**src/rtl/rgbsb_pkg.sv**
```systemverilog
// Package for the RGB status/error blink generator.
// Holds the beat payload types, command and register codes, colour codes
// and the channel-level lookup used by the top level.
`timescale 1ns / 1ps
`default_nettype none

package rgbsb_pkg;

  // Command codes carried in the input beat.
  localparam logic [1:0] CMD_TICK   = 2'd0;
  localparam logic [1:0] CMD_STATUS = 2'd1;
  localparam logic [1:0] CMD_ERROR  = 2'd2;
  localparam logic [1:0] CMD_OFF    = 2'd3;

  // Configuration register indexes.
  localparam int unsigned CFG_IDX_W = 3;
  localparam logic [CFG_IDX_W-1:0] REG_BRIGHTNESS  = 3'd0;
  localparam logic [CFG_IDX_W-1:0] REG_BLINK_ON    = 3'd1;
  localparam logic [CFG_IDX_W-1:0] REG_BLINK_GAP   = 3'd2;
  localparam logic [CFG_IDX_W-1:0] REG_BLINK_PAUSE = 3'd3;
  localparam logic [CFG_IDX_W-1:0] REG_SOLID_ON    = 3'd4;
  localparam logic [CFG_IDX_W-1:0] REG_SOLID_OFF   = 3'd5;
  localparam logic [CFG_IDX_W-1:0] REG_STATUS_ON   = 3'd6;
  localparam logic [CFG_IDX_W-1:0] REG_STATUS_OFF  = 3'd7;
  localparam int unsigned CFG_DATA_W = 16;

  localparam logic [2:0] MAX_BLINKS  = 3'd6;
  localparam logic [6:0] MAX_PERCENT = 7'd100;

  // Channel scale: floor(level * b / 100) == (b * level * 5243) >> 19 for b <= 100.
  localparam int unsigned SCALE_RECIP = 5243;
  localparam int unsigned SCALE_SHIFT = 19;
  localparam int unsigned SCALE_W     = 28;
  localparam logic [SCALE_W-1:0] MUL_FULL = SCALE_W'(255 * SCALE_RECIP);
  localparam logic [SCALE_W-1:0] MUL_105  = SCALE_W'(105 * SCALE_RECIP);
  localparam logic [SCALE_W-1:0] MUL_180  = SCALE_W'(180 * SCALE_RECIP);

  // Every colour the pixel can show.
  typedef enum logic [2:0] {
    COL_DARK    = 3'd0,
    COL_YELLOW  = 3'd1,
    COL_MAGENTA = 3'd2,
    COL_BLUE    = 3'd3,
    COL_WHITE   = 3'd4,
    COL_PINK    = 3'd5,
    COL_RED     = 3'd6
  } colour_e;

  // Unscaled level of one channel.
  typedef enum logic [1:0] {
    LVL_ZERO = 2'd0,
    LVL_FULL = 2'd1,
    LVL_105  = 2'd2,
    LVL_180  = 2'd3
  } level_e;

  typedef struct packed {
    level_e red;
    level_e green;
    level_e blue;
  } levels_t;

  typedef struct packed {
    logic [1:0]  cmd;
    logic [31:0] now_ms;
    logic [2:0]  status_class;
    logic [2:0]  error_blinks;
  } in_beat_t;

  typedef struct packed {
    logic [7:0] pixel_red;
    logic [7:0] pixel_green;
    logic [7:0] pixel_blue;
    logic       pixel_write;
    logic       error_active;
    logic       error_finished;
  } out_beat_t;

  function automatic colour_e class_colour(logic [2:0] cls);
    colour_e c;
    case (cls)
      3'd1:    c = COL_YELLOW;
      3'd2:    c = COL_MAGENTA;
      3'd3:    c = COL_BLUE;
      3'd4:    c = COL_WHITE;
      3'd5:    c = COL_PINK;
      default: c = COL_DARK;
    endcase
    return c;
  endfunction

  function automatic levels_t colour_levels(colour_e c);
    levels_t l;
    case (c)
      COL_YELLOW:  l = '{red: LVL_FULL, green: LVL_FULL, blue: LVL_ZERO};
      COL_MAGENTA: l = '{red: LVL_FULL, green: LVL_ZERO, blue: LVL_FULL};
      COL_BLUE:    l = '{red: LVL_ZERO, green: LVL_ZERO, blue: LVL_FULL};
      COL_WHITE:   l = '{red: LVL_FULL, green: LVL_FULL, blue: LVL_FULL};
      COL_PINK:    l = '{red: LVL_FULL, green: LVL_105,  blue: LVL_180};
      COL_RED:     l = '{red: LVL_FULL, green: LVL_ZERO, blue: LVL_ZERO};
      default:     l = '{red: LVL_ZERO, green: LVL_ZERO, blue: LVL_ZERO};
    endcase
    return l;
  endfunction

endpackage

`default_nettype wire

```
**src/rtl/rgb_status_blink_code_generator.sv**
```systemverilog
// Top level of the RGB status/error blink generator.
// Depends on rgbsb_pkg for payload types, codes and the colour lookup.
//
// Usage: each input beat is a tick (with the current millisecond time), a
// set-status, a set-error or an off command; every beat yields exactly one
// output beat with the brightness-scaled pixel colour, a pixel-write flag and
// the error status flags. Both channels use valid/stall; a beat moves on a
// rising edge with valid high and stall low.
// Path: an accepted beat lands in an input register, is processed by one
// pass of combinational logic and moves to the output register once that
// register is empty or is being read. Throughput is one beat per cycle while
// the receiver does not stall, set by that single register-to-register pass.
// When the receiver stalls, the output register holds its beat and the input
// register still takes one more beat; only then is in_stall_o raised.
// Configuration writes land on a plain write port and are taken at any edge
// with cfg_we_i high; write them only while no beat is in flight.
// Reset (rst_ni low, asynchronous) empties both registers, turns the pixel
// off and loads the configuration defaults. There is no clearing pass.
`timescale 1ns / 1ps
`default_nettype none

module rgb_status_blink_code_generator #(
  parameter int unsigned ERROR_LOOPS = 3
) (
  input  wire logic                            clk_i,
  input  wire logic                            rst_ni,
  input  wire logic                            in_valid_i,
  output logic                                 in_stall_o,
  input  wire rgbsb_pkg::in_beat_t             in_data_i,
  output logic                                 out_valid_o,
  input  wire logic                            out_stall_i,
  output rgbsb_pkg::out_beat_t                 out_data_o,
  input  wire logic                            cfg_we_i,
  input  wire logic [rgbsb_pkg::CFG_IDX_W-1:0] cfg_idx_i,
  input  wire logic [rgbsb_pkg::CFG_DATA_W-1:0] cfg_data_i
);

  typedef enum logic [1:0] {
    MODE_OFF    = 2'd0,
    MODE_STATUS = 2'd1,
    MODE_ERROR  = 2'd2
  } mode_e;

  typedef struct packed {
    rgbsb_pkg::colour_e col;
    logic               wr;
  } shown_t;

  localparam logic [3:0] LOOPS = 4'(ERROR_LOOPS);

  // Move the shown colour and flag a pixel write when it really changes.
  function automatic shown_t show(shown_t cur, rgbsb_pkg::colour_e c);
    shown_t r;
    r = cur;
    if (c != cur.col) begin
      r.col = c;
      r.wr  = 1'b1;
    end
    return r;
  endfunction

  // Configuration registers.
  logic [6:0]  brightness_q;
  logic [15:0] blink_on_q, blink_gap_q, blink_pause_q;
  logic [15:0] solid_on_q, solid_off_q, status_on_q, status_off_q;

  always_ff @(posedge clk_i or negedge rst_ni) begin
    if (!rst_ni) begin
      brightness_q  <= 7'd25;
      blink_on_q    <= 16'd200;
      blink_gap_q   <= 16'd200;
      blink_pause_q <= 16'd1000;
      solid_on_q    <= 16'd2000;
      solid_off_q   <= 16'd1000;
      status_on_q   <= 16'd250;
      status_off_q  <= 16'd1750;
    end else if (cfg_we_i) begin
      case (cfg_idx_i)
        rgbsb_pkg::REG_BRIGHTNESS:  brightness_q  <= cfg_data_i[6:0];
        rgbsb_pkg::REG_BLINK_ON:    blink_on_q    <= cfg_data_i;
        rgbsb_pkg::REG_BLINK_GAP:   blink_gap_q   <= cfg_data_i;
        rgbsb_pkg::REG_BLINK_PAUSE: blink_pause_q <= cfg_data_i;
        rgbsb_pkg::REG_SOLID_ON:    solid_on_q    <= cfg_data_i;
        rgbsb_pkg::REG_SOLID_OFF:   solid_off_q   <= cfg_data_i;
        rgbsb_pkg::REG_STATUS_ON:   status_on_q   <= cfg_data_i;
        rgbsb_pkg::REG_STATUS_OFF:  status_off_q  <= cfg_data_i;
        default: ;
      endcase
    end
  end

  // Scaled channel levels, refreshed every cycle from the brightness register.
  logic [6:0] bright_clamp;
  logic [rgbsb_pkg::SCALE_W-1:0] prod_full, prod_105, prod_180;
  logic [7:0] s_full_q, s_105_q, s_180_q;

  assign bright_clamp = (brightness_q > rgbsb_pkg::MAX_PERCENT) ?
                        rgbsb_pkg::MAX_PERCENT : brightness_q;
  assign prod_full = rgbsb_pkg::SCALE_W'(bright_clamp) * rgbsb_pkg::MUL_FULL;
  assign prod_105  = rgbsb_pkg::SCALE_W'(bright_clamp) * rgbsb_pkg::MUL_105;
  assign prod_180  = rgbsb_pkg::SCALE_W'(bright_clamp) * rgbsb_pkg::MUL_180;

  always_ff @(posedge clk_i) begin
    s_full_q <= prod_full[rgbsb_pkg::SCALE_SHIFT +: 8];
    s_105_q  <= prod_105[rgbsb_pkg::SCALE_SHIFT +: 8];
    s_180_q  <= prod_180[rgbsb_pkg::SCALE_SHIFT +: 8];
  end

  // Input register and handshake.
  logic                in_valid_q;
  rgbsb_pkg::in_beat_t in_q;
  logic                in_accept, advance;
  logic                out_valid_q;

  assign advance    = in_valid_q && (!out_valid_q || !out_stall_i);
  assign in_stall_o = in_valid_q && !advance;
  assign in_accept  = in_valid_i && !in_stall_o;

  always_ff @(posedge clk_i or negedge rst_ni) begin
    if (!rst_ni) begin
      in_valid_q <= 1'b0;
    end else if (in_accept) begin
      in_valid_q <= 1'b1;
    end else if (advance) begin
      in_valid_q <= 1'b0;
    end
  end

  always_ff @(posedge clk_i) begin
    if (in_accept) begin
      in_q <= in_data_i;
    end
  end

  // Block state.
  mode_e              mode_q, mode_d;
  logic [2:0]         active_class_q, active_class_d;
  logic               status_on_ph_q, status_on_ph_d;
  logic [2:0]         blink_index_q, blink_index_d;
  logic               error_on_ph_q, error_on_ph_d;
  logic [3:0]         loop_count_q, loop_count_d;
  logic               loops_done_q, loops_done_d;
  logic [2:0]         target_q, target_d;
  logic [31:0]        phase_start_q, phase_start_d;
  rgbsb_pkg::colour_e shown_q;
  shown_t             sh;

  logic [31:0]        elapsed;
  logic               lit, last_blink;
  rgbsb_pkg::colour_e class_col;

  assign elapsed    = in_q.now_ms - phase_start_q;
  assign lit        = (shown_q != rgbsb_pkg::COL_DARK);
  assign class_col  = rgbsb_pkg::class_colour(active_class_q);
  assign last_blink = (blink_index_q >= target_q - 3'd1);

  always_comb begin
    mode_d         = mode_q;
    active_class_d = active_class_q;
    status_on_ph_d = status_on_ph_q;
    blink_index_d  = blink_index_q;
    error_on_ph_d  = error_on_ph_q;
    loop_count_d   = loop_count_q;
    loops_done_d   = loops_done_q;
    target_d       = target_q;
    phase_start_d  = phase_start_q;
    sh             = '{col: shown_q, wr: 1'b0};

    case (in_q.cmd)
      rgbsb_pkg::CMD_TICK: begin
        case (mode_q)
          MODE_ERROR: begin
            if (loops_done_q) begin
              if (lit) sh = show(sh, rgbsb_pkg::COL_DARK);
            end else if (target_q == 3'd0) begin
              if (error_on_ph_q) begin
                sh = show(sh, rgbsb_pkg::COL_RED);
                if (elapsed >= 32'(solid_on_q)) begin
                  error_on_ph_d = 1'b0;
                  phase_start_d = in_q.now_ms;
                  sh = show(sh, rgbsb_pkg::COL_DARK);
                end
              end else begin
                sh = show(sh, rgbsb_pkg::COL_DARK);
                if (elapsed >= 32'(solid_off_q)) begin
                  error_on_ph_d = 1'b1;
                  phase_start_d = in_q.now_ms;
                  loop_count_d  = loop_count_q + 4'd1;
                  if (loop_count_d >= LOOPS) loops_done_d = 1'b1;
                end
              end
            end else if (error_on_ph_q) begin
              sh = show(sh, rgbsb_pkg::COL_RED);
              if (elapsed >= 32'(blink_on_q)) begin
                error_on_ph_d = 1'b0;
                phase_start_d = in_q.now_ms;
                sh = show(sh, rgbsb_pkg::COL_DARK);
              end
            end else begin
              sh = show(sh, rgbsb_pkg::COL_DARK);
              if (elapsed >= 32'(last_blink ? blink_pause_q : blink_gap_q)) begin
                if (last_blink) begin
                  loop_count_d = loop_count_q + 4'd1;
                  if (loop_count_d >= LOOPS) loops_done_d = 1'b1;
                  blink_index_d = 3'd0;
                end else begin
                  blink_index_d = blink_index_q + 3'd1;
                end
                // Start the next blink unless the last loop just ended.
                if (!loops_done_d) begin
                  error_on_ph_d = 1'b1;
                  phase_start_d = in_q.now_ms;
                  sh = show(sh, rgbsb_pkg::COL_RED);
                end else begin
                  blink_index_d = blink_index_q;
                end
              end
            end
          end
          MODE_STATUS: begin
            if (status_on_ph_q) begin
              sh = show(sh, class_col);
              if (elapsed >= 32'(status_on_q)) begin
                status_on_ph_d = 1'b0;
                phase_start_d  = in_q.now_ms;
                sh = show(sh, rgbsb_pkg::COL_DARK);
              end
            end else begin
              sh = show(sh, rgbsb_pkg::COL_DARK);
              if (elapsed >= 32'(status_off_q)) begin
                status_on_ph_d = 1'b1;
                phase_start_d  = in_q.now_ms;
                sh = show(sh, class_col);
              end
            end
          end
          default: begin
            if (lit) sh = show(sh, rgbsb_pkg::COL_DARK);
          end
        endcase
      end
      rgbsb_pkg::CMD_STATUS: begin
        if (mode_q != MODE_STATUS || active_class_q != in_q.status_class) begin
          mode_d         = MODE_STATUS;
          active_class_d = in_q.status_class;
          status_on_ph_d = 1'b0;
          blink_index_d  = 3'd0;
          error_on_ph_d  = 1'b0;
          phase_start_d  = in_q.now_ms;
        end
      end
      rgbsb_pkg::CMD_ERROR: begin
        mode_d        = MODE_ERROR;
        target_d      = (in_q.error_blinks > rgbsb_pkg::MAX_BLINKS) ?
                        rgbsb_pkg::MAX_BLINKS : in_q.error_blinks;
        blink_index_d = 3'd0;
        error_on_ph_d = 1'b1;
        loop_count_d  = 4'd0;
        loops_done_d  = 1'b0;
        phase_start_d = in_q.now_ms;
      end
      default: begin
        sh             = show(sh, rgbsb_pkg::COL_DARK);
        mode_d         = MODE_OFF;
        status_on_ph_d = 1'b0;
        blink_index_d  = 3'd0;
        error_on_ph_d  = 1'b0;
      end
    endcase
  end

  always_ff @(posedge clk_i or negedge rst_ni) begin
    if (!rst_ni) begin
      mode_q         <= MODE_OFF;
      active_class_q <= 3'd0;
      status_on_ph_q <= 1'b0;
      blink_index_q  <= 3'd0;
      error_on_ph_q  <= 1'b0;
      loop_count_q   <= 4'd0;
      loops_done_q   <= 1'b0;
      target_q       <= 3'd0;
      phase_start_q  <= 32'd0;
      shown_q        <= rgbsb_pkg::COL_DARK;
    end else if (advance) begin
      mode_q         <= mode_d;
      active_class_q <= active_class_d;
      status_on_ph_q <= status_on_ph_d;
      blink_index_q  <= blink_index_d;
      error_on_ph_q  <= error_on_ph_d;
      loop_count_q   <= loop_count_d;
      loops_done_q   <= loops_done_d;
      target_q       <= target_d;
      phase_start_q  <= phase_start_d;
      shown_q        <= sh.col;
    end
  end

  // Output register: colour code and flags; scaling is applied on the way out.
  rgbsb_pkg::colour_e out_col_q;
  logic               out_wr_q, out_err_q, out_fin_q;
  rgbsb_pkg::levels_t lv;

  always_ff @(posedge clk_i or negedge rst_ni) begin
    if (!rst_ni) begin
      out_valid_q <= 1'b0;
    end else if (advance) begin
      out_valid_q <= 1'b1;
    end else if (!out_stall_i) begin
      out_valid_q <= 1'b0;
    end
  end

  always_ff @(posedge clk_i) begin
    if (advance) begin
      out_col_q <= sh.col;
      out_wr_q  <= sh.wr;
      out_err_q <= (mode_d == MODE_ERROR);
      out_fin_q <= loops_done_d;
    end
  end

  function automatic logic [7:0] pick(rgbsb_pkg::level_e l, logic [7:0] sf,
                                      logic [7:0] s105, logic [7:0] s180);
    logic [7:0] v;
    case (l)
      rgbsb_pkg::LVL_FULL: v = sf;
      rgbsb_pkg::LVL_105:  v = s105;
      rgbsb_pkg::LVL_180:  v = s180;
      default:             v = 8'd0;
    endcase
    return v;
  endfunction

  assign lv          = rgbsb_pkg::colour_levels(out_col_q);
  assign out_valid_o = out_valid_q;

  always_comb begin
    out_data_o.pixel_red      = pick(lv.red, s_full_q, s_105_q, s_180_q);
    out_data_o.pixel_green    = pick(lv.green, s_full_q, s_105_q, s_180_q);
    out_data_o.pixel_blue     = pick(lv.blue, s_full_q, s_105_q, s_180_q);
    out_data_o.pixel_write    = out_wr_q;
    out_data_o.error_active   = out_err_q;
    out_data_o.error_finished = out_fin_q;
  end

  // A processed beat always lands in the output register.
  a_advance_lands : assert property (@(posedge clk_i) disable iff (!rst_ni)
    advance |=> out_valid_q)
    else $error("processed beat did not reach the output register");

  // Stall only while a beat is held in the input register.
  a_stall_held : assert property (@(posedge clk_i) disable iff (!rst_ni)
    in_stall_o |-> (in_valid_q && out_valid_q && out_stall_i))
    else $error("input stalled without a held beat");

  // Status mode never carries an error phase.
  a_status_clean : assert property (@(posedge clk_i) disable iff (!rst_ni)
    (mode_q == MODE_STATUS) |-> !error_on_ph_q)
    else $error("error phase set in status mode");

  // Blink index stays below the largest blink count, and the target never exceeds it.
  a_index_range : assert property (@(posedge clk_i) disable iff (!rst_ni)
    (blink_index_q < rgbsb_pkg::MAX_BLINKS) && (target_q <= rgbsb_pkg::MAX_BLINKS))
    else $error("blink index or target out of range");

endmodule

`default_nettype wire

```
**config.mk**
```make
export PLATFORM = sky130hd
export DESIGN_NAME = rgb_status_blink_code_generator
export DESIGN_NICKNAME = d
export VERILOG_FILES = /design/src/rtl/rgbsb_pkg.sv /design/src/rtl/rgb_status_blink_code_generator.sv
export SDC_FILE = /design/constraint.sdc
export NUM_CORES = 1
export LEC_CHECK = 0
export BUFFER_PORTS_ARGS = -buffer_cell sky130_fd_sc_hd__buf_2
export CELL_PAD_IN_SITES_DETAIL_PLACEMENT = 1
export CELL_PAD_IN_SITES_GLOBAL_PLACEMENT = 1
export CORE_AREA = 2 2 197 218
export DETAILED_ROUTE_END_ITERATION = 8
export DIE_AREA = 0 0 199 220
export HOLD_SLACK_MARGIN = 0.02
export PLACE_DENSITY_LB_ADDON = 0.1
export SLEW_MARGIN = 40
export SYNTH_ARGS = -nofsm -noshare
export SYNTH_HDL_FRONTEND = slang
export SYNTH_SLANG_ARGS = --single-unit
```
**constraint.sdc**
```tcl
create_clock -name clk_i -period 5.6 [get_ports clk_i]
set_input_delay 0.56 -clock clk_i [delete_from_list [all_inputs] [get_ports clk_i]]
set_output_delay 0.56 -clock clk_i [all_outputs]
set_load 0.1 [all_outputs]
```
=== Word-level counts from Yosys, hierarchy flattened ===
Cells that the tools add are included.

* Flip-flop bits (word level): 244
* Bits of input ports: 64
* Output and inout port bits: 29
* Word-level logic and storage cells: 264

* Add/sub/neg operators: 4
* $mul: 3
* Order comparisons: 10
* Equal/unequal tests: 59
* Multiplexer cells: 121
* Bitwise gates (word level): 1
* Reduce and logical (&&, ||, !) cells: 35

{| class="wikitable"
|+ Operator list
! kind !! number
|-
| 2-to-1 mux 32 bit || 13
|-
| >= comparator 32 x 16 -> 1 bit || 6
|-
| 2-to-1 mux 4 bit || 47
|-
| case mux 32 bit (3 select lines) || 1
|-
| case mux 8 bit (3 select lines) || 3
|-
| case mux 32 bit (2 select lines) || 1
|-
| 2-to-1 mux 1 bit || 34
|-
| subtractor 32 bit || 1
|-
| case mux 5 bit (6 select lines) || 1
|-
| == test 3 bit, second input constant || 9
|-
| multiplier 7 x 20 -> 27 bit, second input constant || 1
|-
| multiplier 7 x 21 -> 27 bit, second input constant || 1
|-
| 2-to-1 mux 3 bit || 9
|-
| multiplier 7 x 18 -> 25 bit, second input constant || 1
|-
| inequality test 5 bit, second input constant || 5
|-
| case mux 4 bit (2 select lines) || 3
|-
| == test 3 x 2 -> 1 bit, second input constant || 6
|-
| AND reduction 2 bit || 9
|-
| 2-to-1 mux 16 bit || 1
|-
| AND reduction 8 bit || 2
|-
| case mux 3 bit (5 select lines) || 1
|-
| nonzero test 3 bit || 5
|-
| == test 2 bit, second input constant || 7
|-
| inequality test 2 bit, second input constant || 6
|-
| 34 further kinds || 60
|}

=== Depth between registers and ports, before layout ===
* Word-level depth: 17
* Depth in mapped cells: 22
* Mapped depth without buffers: 22

=== Least setup slack after synthesis ===
No wires, ideal clock.

* Kind: register to register
* Start point: reg brightness_q[4]
* End point: reg s_180_q[5]
* Setup time: 0.072 ns
* Arrival: 5.201 ns
* Setup slack: 0.327 ns
* Stages on the path, launching flop included: 22
* Buffers on the path: 0
* Path through: dfstp_2 > o311ai_0 > nand2_1 > inv_1 > fa_1 > ha_1 > ha_1 > inv_1 > fa_1 > inv_1 > ha_1 > a211oi_1 > o21ai_0 > a31oi_1 > o31a_1 > o211ai_1 > o41ai_1 > o21ai_0 > nor2_1 > inv_1 > a21oi_1 > xnor2_1

* Cells in the longest elaborated chain, start to end: 3

{| class="wikitable"
|+ RTL lines
! element !! RTL line !! text
|-
| start, declared || rgb_status_blink_code_generator.sv:63 || <nowiki>logic [6:0] brightness_q;</nowiki>
|-
| start signal, assigned || rgb_status_blink_code_generator.sv:79 || <nowiki>rgbsb_pkg::REG_BRIGHTNESS: brightness_q <= cfg_data_i[6:0];</nowiki>
|-
| greater-than comparator 7 bit || rgb_status_blink_code_generator.sv:97 || <nowiki>assign bright_clamp = (brightness_q > rgbsb_pkg::MAX_PERCENT) ?</nowiki>
|-
| 2-to-1 mux 7 bit * || rgb_status_blink_code_generator.sv:97 ||
|-
| multiplier 7 x 18 -> 25 bit * || rgb_status_blink_code_generator.sv:101 || <nowiki>assign prod_180 = rgbsb_pkg::SCALE_W'(bright_clamp) * rgbsb_pkg::MUL_180;</nowiki>
|-
| named net prod_180, one bit || rgb_status_blink_code_generator.sv:94 || <nowiki>logic [rgbsb_pkg::SCALE_W-1:0] prod_full, prod_105, prod_180;</nowiki>
|-
| end signal, assigned || rgb_status_blink_code_generator.sv:106 || <nowiki>s_180_q <= prod_180[rgbsb_pkg::SCALE_SHIFT +: 8];</nowiki>
|-
| end, declared || rgb_status_blink_code_generator.sv:95 || <nowiki>logic [7:0] s_full_q, s_105_q, s_180_q;</nowiki>
|}

The timed path passes the listed nets; every way through them passes the cells marked *.
A chain may end at the register's enable or synchronous reset.

=== Final worst setup path ===
* Start point: reg in_q[6] (netlist name)
* End point: reg phase_start_q[25]

* Cells in the longest elaborated chain, start to end: 4

{| class="wikitable"
|+ RTL lines
! element !! RTL line !! text
|-
| start, declared || rgb_status_blink_code_generator.sv:111 || <nowiki>rgbsb_pkg::in_beat_t in_q;</nowiki>
|-
| start signal, assigned || rgb_status_blink_code_generator.sv:131 || <nowiki>in_q <= in_data_i;</nowiki>
|-
| subtractor 32 bit * || rgb_status_blink_code_generator.sv:152 || <nowiki>assign elapsed = in_q.now_ms - phase_start_q;</nowiki>
|-
| >= comparator 32 x 16 -> 1 bit, or another cell as far along || rgb_status_blink_code_generator.sv:178 || <nowiki>if (elapsed >= 32'(solid_on_q)) begin</nowiki>
|-
| inequality test 5 bit (no source line) / inequality test 4 bit (equally long branches) || - ||
|-
| AND reduction 12 bit (no source line) * || - ||
|-
| end signal, assigned || rgb_status_blink_code_generator.sv:293 || <nowiki>phase_start_q <= phase_start_d;</nowiki>
|-
| end, declared || rgb_status_blink_code_generator.sv:144 || <nowiki>logic [31:0] phase_start_q, phase_start_d;</nowiki>
|}

Every way passes the cells marked *; elsewhere a longest branch is shown, timed or not.

==> impl_metrics.py <==
metrics = {
    "finish": {
        "area_delta_synth_final_pct": 12.7,
        "proportion_of_layout_cells_with_a_drive_suffix_above_1_pct": 19.9,
        "diodes": 0,
        "fin_util_pct": 49.9,
        "instances_no_fill": 2557,
        "finish.net_count": 2348,
    },
    "synthesis": {
        "synth-seq-area-share_pct": 33.9,
        "postSynth.asyncResetShare_pct": 71.3,
        "synth_flop_cell": "sky130_fd_sc_hd__dfrtp_1",
        "synth_top_area_share_pct": 18.6,
        "ys_seq_elements": 244,
        "postSynthCellCount": 1853,
        "synthTopCellsByArea": "sky130_fd_sc_hd__ha_1 (19%), sky130_fd_sc_hd__dfrtp_1 (18%), sky130_fd_sc_hd__mux2_2 (7.8%), sky130_fd_sc_hd__edfxtp_1 (7.5%), sky130_fd_sc_hd__dfstp_2 (5.7%)",
        "yosys-top-cells-count": "sky130_fd_sc_hd__ha_1 (275), sky130_fd_sc_hd__inv_1 (223), sky130_fd_sc_hd__dfrtp_1 (134)",
        "netlist-cell-type-count": 81,
        "synthMostInstantiatedCell": "sky130_fd_sc_hd__ha_1",
        "mappedNetlistNets": 2233,
        "post_synth.cell_area_avg_um2": 9.99,
        "synth_top_cell_by_area": "sky130_fd_sc_hd__ha_1",
        "synth-edff-count": 46,
        "mappedNetlistArea_um2": 18500,
        "yosys_warnings": 0,
    },
    "sta": {
        "timing_hold_violations_final": 0,
        "grt_setup_unrepaired": "no",
        "final.period_utilization_pct": 93.9,
        "timing.final.max_slew_violations": 0,
        "timing.max_slew.rel_slack_pct": 47.2,
        "post-route-worst-setup-slack_ns": 0.344,
        "skew_ns": 0.0102,
        "worst_slew_pin_slew_ns": 0.791,
        "finalHoldWorstSlack_ns": 0.174,
        "final_period_minus_worst_setup_slack_ns": 5.26,
        "highest_clock_frequency_the_design_can_meet_mhz": 190,
        "fin_setup_tns_ns": 0,
        "setup_viol": 0,
    },
    "worst_setup_path": {
        "timing.reg2reg.worst_path_depth": 19,
        "critPathMaxFanout": 18,
        "setup.worst_path.end_class": "flip-flop",
        "worstSetupPathType": "reg -> reg",
        "worst-endpoint-arrival_ns": 5.69,
        "critical_path_required_ns": 6.04,
        "r2r_path_start": "in_q[6]",
        "rr_endpoint": "phase_start_q[25]",
        "worst-r2r-setup-slack_ns": 0.34,
        "start_kind": "flip-flop",
    },
    "power_and_ir_drop": {
        "powerDensity_nw_per_um2": 601,
        "leakagePower_nw": 10.0,
        "vdd.ir_drop.worst_mv": 0.348,
    },
    "global_routing": {
        "grt_antenna_before_repair": 0,
        "grt_pass1_vias": 15400,
        "grt_overflow": 0,
        "wire_length_of_the_first_global_routing_pass_um": 81300,
        "grt_max_degree": 104,
        "grt.total_usage_pct": 23.6,
    },
    "detailed_routing": {
        "top_layer_used": "met4",
        "detail_route.vias_per_cell": 5.52,
        "remaining_drc_errors": 0,
        "drt_pre_antenna_iters": 6,
        "antenna_violating_nets_post_route": 0,
        "wl_met1_um": 21000,
        "detailed_route_wl_um": 50200,
        "vias": 14100,
        "detailroute.wirelength.met3_um": 1260,
        "route.detailed.wl_per_inst_um": 19.6,
        "met2_wirelength_from_detailed_routing_um": 26100,
        "initialDrtViolationCount": 419,
    },
    "clock_tree": {
        "cts_root_buffer": "sky130_fd_sc_hd__clkbuf_16",
        "worst_setup_hold_path_clk_slew_ns": 0.07,
        "clockBufferDepth": 3,
        "cts_tree": "yes",
        "cts_htree_levels": 1,
        "clk-insertion-delay-late_ns": 0.56,
        "cts-buffers-inserted": 28,
        "clock_sinks": 244,
    },
    "placed_design": {
        "place_ws_ns": 0.130,
        "portbufs": 92,
        "place.detailed.instances": 2502,
        "detailed_place_hpwl_um": 39900,
        "routabilityCongestion": 0.885,
    },
    "floorplanning": {
        "die-width_um": 199,
        "floorplan.core_area_um2": 41800,
        "core.rowCount": 79,
        "initial_core_utilization_pct": 44.3,
        "die-area_um2": 43800,
        "design.portCount": 93,
        "dieHeight_um": 220,
    },
    "hold_path": {
        "holdCritPathClass": "in -> reg",
        "hp-start": "in_data_i[20]",
        "hold_crit_endpoint": "in_q[20]",
        "holdPathStages": 1,
    },
    "flow_run": {
        "maxCapViolations": 0,
    },
    "status": {
        "status": "completed",
    },
}
critical path, stage by stage, from the launching register on:
cell	delay, ns
sky130_fd_sc_hd__edfxtp_1	0.35
sky130_fd_sc_hd__inv_1	0.05
sky130_fd_sc_hd__ha_1	0.23
sky130_fd_sc_hd__fa_1	0.42
sky130_fd_sc_hd__nand2b_1	0.20
sky130_fd_sc_hd__a21o_1	0.25
sky130_fd_sc_hd__a2111oi_2	0.37
sky130_fd_sc_hd__or3_1	0.16
sky130_fd_sc_hd__a21oi_1	0.07
sky130_fd_sc_hd__xnor2_1	0.55
sky130_fd_sc_hd__ha_1	0.25
sky130_fd_sc_hd__o21ai_0	0.09
sky130_fd_sc_hd__nand2_1	0.08
sky130_fd_sc_hd__nor3_1	0.05
sky130_fd_sc_hd__a211oi_1	0.64
sky130_fd_sc_hd__mux2i_1	0.21
sky130_fd_sc_hd__a221oi_1	0.47
sky130_fd_sc_hd__o21ai_4	0.19
sky130_fd_sc_hd__buf_8	0.23
sky130_fd_sc_hd__mux2_2	0.28
cells by family after synthesis:
family,Yosys count,share of synthesized area [%]
simple gates,408,11.2
compound gates,398,14.2
fa+ha+maj,316,23.0
buf+inv,279,5.86
flops,244,33.9
mux,165,9.79
xor+xnor,43,2.04
placed cells by master, fill, tap and decap left out, types with 22 or more instances in the layout:
cell type,n
sky130_fd_sc_hd__mux2i_1,37
sky130_fd_sc_hd__buf_2,91
sky130_fd_sc_hd__nor3_1,28
sky130_fd_sc_hd__buf_4,44
sky130_fd_sc_hd__nor2_1,75
sky130_fd_sc_hd__nand2_1,123
sky130_fd_sc_hd__a21oi_1,82
sky130_fd_sc_hd__nand2b_1,22
sky130_fd_sc_hd__fa_1,41
sky130_fd_sc_hd__xnor2_1,32
sky130_fd_sc_hd__nand4_1,29
sky130_fd_sc_hd__a21o_1,57
sky130_fd_sc_hd__ha_1,275
sky130_fd_sc_hd__mux2_2,128
sky130_fd_sc_hd__clkbuf_16,29
sky130_fd_sc_hd__dfxtp_1,24
sky130_fd_sc_hd__o21ai_0,109
sky130_fd_sc_hd__dfstp_2,40
sky130_fd_sc_hd__edfxtp_1,46
sky130_fd_sc_hd__dfrtp_1,133
sky130_fd_sc_hd__inv_1,223
sky130_fd_sc_hd__nor2b_1,24
layer usage:
metal | up-vias | GRT usage (%)
li1 | 6823 | -
met1 | 7022 | 27.6
met2 | 172 | 44.1
met3 | 94 | 2.53
met4 | 0 | 8.83
met5 | - | 0
power by group:
part / internal, mW / leakage, nW / switching [mW]
combinational: 3.35 / 6.89 / 4.78
sequential: 2.28 / 2.69 / 0.242
clock: 1.11 / 0.470 / 0.777
sequential cells by signal, indices dropped and copies added (netlist names), 8 cells and up:
signal and flops:
blink_gap_q 16, blink_on_q 16, blink_pause_q 16, in_q 40, phase_start_q 32, s_105_q 8
s_180_q 8, s_full_q 8, solid_off_q 16, solid_on_q 16, status_off_q 16, status_on_q 16
per-stage QoR:
stage,power [mW],instance area (um2)
after floorplan,8.20,18500
after global placement,10.3,19800
after detailed placement,10.6,19800
after CTS,12.6,20800
after global routing,13.8,20900
final,12.5,20900
final cells by class:
class / count / area, um2
clock buffers: 34 / 764
clock inverters: 18 / 185
fillers: 4721 / 21000
inverters: 223 / 837
multi-input cells: 1330 / 11200
flip-flops and latches: 244 / 6270
well taps: 567 / 709
repair buffers: 141 / 888
worst max-delay path by stage:
| stage | startpoint | end | slack, ns | depth (start not counted) |
|---|---|---|---|---|
| 2_1_floorplan | brightness_q[4] | s_180_q[5] | 0.33 | 21 |
| 3_3_place_gp | in_q[6] | phase_start_q[27] | 0.1 | 19 |
| 3_5_place_dp | brightness_q[6] | s_105_q[5] | 0.13 | 18 |
| 4_1_cts | brightness_q[2] | s_105_q[5] | 0.12 | 19 |
| 5_1_grt | in_q[6] | phase_start_q[27] | 0.02 | 19 |
| 6_report | in_q[6] | phase_start_q[25] | 0.34 | 19 |
timing repair:
action                                 CTS  global route
setup endpoints to repair                0             6
buffers inserted                         0             1
hold buffers                             0             1
endpoints found under the hold margin    0            22
resized for setup                        0             6
(Power assumes the default switching activity.)
